==> config.mk <==
export PLATFORM = sky130hd
export DESIGN_NAME = atpc_cell
export DESIGN_NICKNAME = d
export VERILOG_FILES = /design/src/atpc_pkg.sv /design/src/atpc_cell.sv
export SDC_FILE = /design/constraint.sdc
export NUM_CORES = 1
export LEC_CHECK = 0
export ABC_AREA = 1
export BUFFER_PORTS_ARGS = -buffer_cell sky130_fd_sc_hd__clkbuf_2
export CORE_MARGIN = 5
export CORE_UTILIZATION = 50
export CTS_CLUSTER_DIAMETER = 80
export DETAILED_ROUTE_END_ITERATION = 8
export GPL_TIMING_DRIVEN = 0
export PLACE_DENSITY = 0.91
export SYNTH_ARGS = -nofsm -noshare
export SYNTH_HDL_FRONTEND = slang
export SYNTH_SLANG_ARGS = --single-unit
==> constraint.sdc <==
create_clock -name clk -period 4.72 [get_ports clk]
set_input_delay 0.708 -clock clk [delete_from_list [all_inputs] [get_ports clk]]
set_output_delay 0.708 -clock clk [all_outputs]
set_load 0.05 [all_outputs]
==> src/atpc_pkg.sv <==
// shared constants, command codes and types of the box table collision block
package atpc_pkg;

	localparam int MAX_BOXES   = 64;
	localparam int FRAC_BITS   = 8;
	localparam int COORD_W     = 16;
	localparam int MARGIN_W    = 15;
	localparam int WIDE_W      = COORD_W + 2;
	localparam int CNT_W       = $clog2(MAX_BOXES + 1);
	localparam int COUNT_OUT_W = 7;

	// 0.03 rounded to the nearest fixed point step
	localparam logic [MARGIN_W-1:0] MARGIN_RESET =
		MARGIN_W'((3 * (1 << FRAC_BITS) + 50) / 100);

	typedef enum logic [2:0] {
		CMD_CLEAR  = 3'd0,
		CMD_START  = 3'd1,
		CMD_VERTEX = 3'd2,
		CMD_COMMIT = 3'd3,
		CMD_QUERY  = 3'd4
	} cmd_t;

	typedef logic signed [COORD_W-1:0] coord_t;
	typedef logic signed [WIDE_W-1:0]  wide_t;

	typedef struct packed {
		coord_t min_x;
		coord_t max_x;
		coord_t min_z;
		coord_t max_z;
	} box_t;

	// query point widened by the margin, travelling down the cell row
	typedef struct packed {
		logic  valid;
		logic  hit;
		wide_t x_lo;
		wide_t x_hi;
		wide_t z_lo;
		wide_t z_hi;
	} probe_t;

endpackage

==> src/atpc_cell.sv <==
// one cell of the box row: holds one stored box and tests the passing probe
module atpc_cell import atpc_pkg::*; (
	input  logic   clk,
	input  logic   arst_n,
	input  logic   shift_en,
	input  logic   active,
	input  box_t   box_in,
	output box_t   box_out,
	input  probe_t probe_in,
	output probe_t probe_out
);

	box_t   box_q;
	probe_t probe_q;
	probe_t probe_next;
	logic   touch;

	// inclusive overlap of the widened point and the held box
	assign touch = (probe_in.x_hi >= wide_t'(box_q.min_x)) &&
	               (wide_t'(box_q.max_x) >= probe_in.x_lo) &&
	               (probe_in.z_hi >= wide_t'(box_q.min_z)) &&
	               (wide_t'(box_q.max_z) >= probe_in.z_lo);

	// probe handed on with this cell's hit folded in
	always_comb begin
		probe_next     = probe_in;
		probe_next.hit = probe_in.hit | (probe_in.valid & active & touch);
	end

	always_ff @(posedge clk) begin
		if (shift_en) begin
			box_q <= box_in;
		end
	end

	always_ff @(posedge clk or negedge arst_n) begin
		if (!arst_n) begin
			probe_q <= '0;
		end else begin
			probe_q <= probe_next;
		end
	end

	assign box_out   = box_q;
	assign probe_out = probe_q;

endmodule

Word-level counts from Yosys, hierarchy flattened
Index checks and enable logic that the tools add are counted. Widths: inputs -> output; s select.

Flip-flop bits (word level): 138. Word-level logic and storage cells: 20. Memory bits (read-only): 0. Output and inout bits: 138. Memory bits (writable): 0. Memories kept: 0. Bits in latches: 0.

$add $sub $neg: 0. Multipliers: 0. Bitwise operators: 3. Shifts and indexed selects: 0. Magnitude comparators: 4. Reductions and logical operators: 3. Eq/ne operators: 0. Multiplexer cells: 0. Div/mod/pow operators: 0.

Operators with widths (number): $ge 16x18->1 (2); $ge 18x16->1 (2); $logic_and 1x1->1 (3); $and 1x1->1 (2); $or 1x1->1 (1).

Logic depth before layout (Yosys ltp)
Depth in word-level cells: 6. Gate-level depth with buffers: 14.

Worst setup path after synthesis
OpenSTA, ideal clock, no wires.

Path type: register to register. Start: reg box_q, in the netlist box_out[31]. End: reg probe_q, in the netlist probe_out[72]. Arrival: 1.832 ns. Period minus slack after synthesis: 1.956 ns. Stages on the path, launching flop included: 12. Setup time: 0.124 ns. Path slack: 2.764 ns. Cell sequence: edfxtp_1 -> inv_1 -> ha_1 -> nand2_1 -> nor2_2 -> nand3_1 -> nor2_1 -> nor2_1 -> nand3b_1 -> nand3_2 -> nand3_2 -> o21bai_2.

RTL lines: start: declaration (line atpc_cell.sv:13) `box_t box_q;`; start signal: assignment (line atpc_cell.sv:32) `box_q <= box_in;`; end signal: assignment (line atpc_cell.sv:40) `probe_q <= probe_next;`; end: declaration (line atpc_cell.sv:14) `probe_t probe_q;`.

==> metrics.md <==
| Metric | Value |
|---|---|
| Status | completed |
| Finish-stage setup viols | 0 |
| # rows | 39 |
| First-pass GRT wire length | 24900 µm |
| DRC Markers | 0 |
| Initial Util | 51.5% |
| FF-to-FF path depth | 8 |
| Cts bufs inserted | 17 |
| CTS sink cnt | 138 |
| Fin Hold WS | ~0.30 ns |
| Layout Nets | 1013 |
| Slew @ Worst Pin | 0.951 ns |
| Initial antenna violation count | 0 |
| Flop pwr share | 41.9% |
| FF-to-FF setup slack | 2.76 ns |
| Reg2reg start | box_out[47] |
| # resized after CTS | 0 |
| Post-DP HPWL | ~12000 µm |
| ANT cells | 0 |
| Slew HR | 36.6% |
| Peak Freq | 509 MHz |
| Yosys reg bits | 138 |
| Worst setup startpoint | box_out[47] |
| Die area | 0.0141 mm² |
| Final core occ | 70.2% |
| GPL Wtd Cong | 0.796 |
| Post-CTS Setup Inserts | 0 |
| Min-delay worst type | in2async |
| Vias in the first global route | 5142 |
| Critical path depth in cells | 8 |
| VDD IR-drop max | 0.000276 V |
| Hold buffer count at CTS | 0 |
| Seq/Total Area, Yosys | approximately 64% |
| CTS H-tree depth | 4 |
| Worst setup EP type | flip-flop |
| Port Buf Inserts | between 200 and 300 |
| Final setup TNS | 0 ns |
| Maximum buffer depth of the clock tree | 2 |
| Clk_lat worst skew | 0.42 ns |
| Total core area | 0.0115 mm² |
| Final setup margin | 2.76 ns |
| Total GRT Usage | 22.7% |
| Dominant cells by area after synthesis | edfxtp_1, dfrtp_1, ha_1 |
| YS warnings | 0 |
| Syn-to-layout area delta | 36.3% |
| CP max-delay cell | edfxtp_1 |
| Synth unique cells | 25 |
| Pre-CTS WS | around 2.4 ns |
| Startpoint Class | flip-flop |
| Routed Antenna Nets | 0 |
| CP required | between 5 and 6 ns |
| Period utilization | 41.6% |
| Vias/cell | 4.88 |
| CTS tree | built |
| Syn Inst Count | 500 |
| Largest net degree at the start of global routing | 65 |
| Iteration-0 DRC Markers | between 200 and 300 |
| Clock power share | between 30% and 40% |
| Crit path DAT | around 2.3 ns |
| Int Power | 2310 µW |
| Ports | between 200 and 300 |
| Synth top area share | about a third |
| Yosys top cell by area | edfxtp_1 |
| Clock Skew | 0.0149 ns |
| Final WL | 15700 µm |
| Leakage | ~0.0044 µW |
| Most used cell, CP | nand3_2 |
| CP Buf/Inv Count | 0 |
| Largest stage delay on the critical path | 0.45 ns |
| Mapped Avg Cell Area | 11.9 µm² |
| Crit path kind | reg2reg |
| Grt ovf | 0 |
| Ratio of cells with drive above 1 in the final layout | between 30% and 40% |
| Endpoints failing hold | 0 |
| Worst r2r dst | probe_out[72] |
| Post-layout min period | 1.96 ns |
| CP Cell Sequence | ha_1 -> nand2_2 -> nor2_2 -> nand2_1 -> or3_1 -> nand3_2 -> nand3_2 -> o21bai_2 |
| Pwr per Cell Area | 409 mW/mm² |
| Root Buffer | clkbuf_16 |
| Drt pass-1 iters | 4 |
| Dpl cells | 923 |
| Syn_nets | 714 |
| Mapped cell area | 0.00593 mm² |
| RSZ-0062 raised after global routing | no |
| Die width | between 100 and 150 µm |
| CP delay by family, top | simple AND/OR/NAND/NOR gates |
| CP Max Fanout | 4 |
| Die Y | 119 µm |
| P_sw | 995 µW |
| Comb pwr share | 20.3% |
| Final Max Slew Viols | 0 |
| Via count | 4658 |
| Reg clk slew, reported paths | 0.06 ns |
| Max cap viols | 0 |
| Finished Layout Cells | 954 |
| Sw Ratio | 30.1% |
| Wire per inst | 16.5 µm |
==> cell families (layout without fill, tap and decap cells) <==
kind of cell               Yosys count  in the layout  share of synthesized area (%)
AOI/OAI and AO/OA                   33             33                           3.27
adders and majority gates           72             72                           15.2
DFF                                138            138                           63.6
buffers and inverters              103            414                           6.52
and+or+nand+nor                    154            154                           11.4
==> worst max-delay path by stage <==
stage | to | slack [ns]
2_1_floorplan | probe_out[72] | 2.76
3_3_place_gp | probe_out[61] | 2.31
3_5_place_dp | probe_out[72] | 2.44
4_1_cts | probe_out[72] | 2.77
5_1_grt | probe_out[72] | 2.59
6_report | probe_out[72] | 2.76
==> cell type report <==
| cell class | count | area, µm² |
|---|---|---|
| tap | 143 | 179 |
| clock inverter | 9 | 98.8 |
| timing repair buffer | 280 | 1420 |
| multi-input combinational | 259 | 1770 |
| inverter | 103 | 387 |
| sequential | 138 | 3770 |
| clock buffer | 22 | 454 |
| fill | 822 | 3430 |
==> through the flow <==
stage | cell area, µm² | total power, µW
floorplan | 5930 | 1840
global placement | 7510 | 2050
detailed placement | 7530 | 2070
CTS | 8090 | 3330
global route | 8090 | 3450
finish | 8090 | 3300
==> synth_stat cells <==
library cell and n:
nor2_1 25, o21bai_1 4, o21bai_2 1, nand2_2 1, nand2_1 99, ha_1 72
edfxtp_1 64, nand3_1 5, a21oi_1 21, or3_1 1, nor4_1 2, nand3_2 5
nand4_1 6, dfrtp_1 74, o21ai_0 2, nor2_2 4, nand2_4 1, inv_1 99
a21o_1 5, clkinv_1 2, nor3_2 1, nor2_4 1, nand3b_1 1, inv_2 2
nor3_1 2
==> routing by layer <==
layer | GRT usage (%) | vias to the layer above | wire length (µm)
met5 | 0 | - | 0
met4 | 8.83 | 0 | 352
met3 | 9.48 | 31 | 1420
met2 | 42.7 | 220 | 8660
met1 | 21.8 | 2185 | 5300
li1 | - | 2222 | -
==> power groups by stage <==
stage | registers (µW) | logic [µW] | clock network, µW
floorplan | 1670 | 171 | 0
global placement | 1400 | 645 | 0
detailed placement | 1400 | 668 | 0
CTS | 1380 | 678 | 1270
global route | 1390 | 729 | 1330
finish | 1380 | 671 | 1250
==> registers in the layout, indices dropped and copies added, names as in the netlist <==
| name | count |
|---|---|
| probe_out | 74 |
| box_out | 64 |
==> cell usage in the layout (no fill, tap or decap), types with 6 or more instances in the layout <==
cell type and instances:
a21oi_1 21, clkbuf_16 17, clkbuf_2 277, dfrtp_1 74, edfxtp_1 64, ha_1 72
inv_1 99, nand2_1 99, nand4_1 6, nor2_1 25
Note: power is estimated with default switching activity, not from simulation.
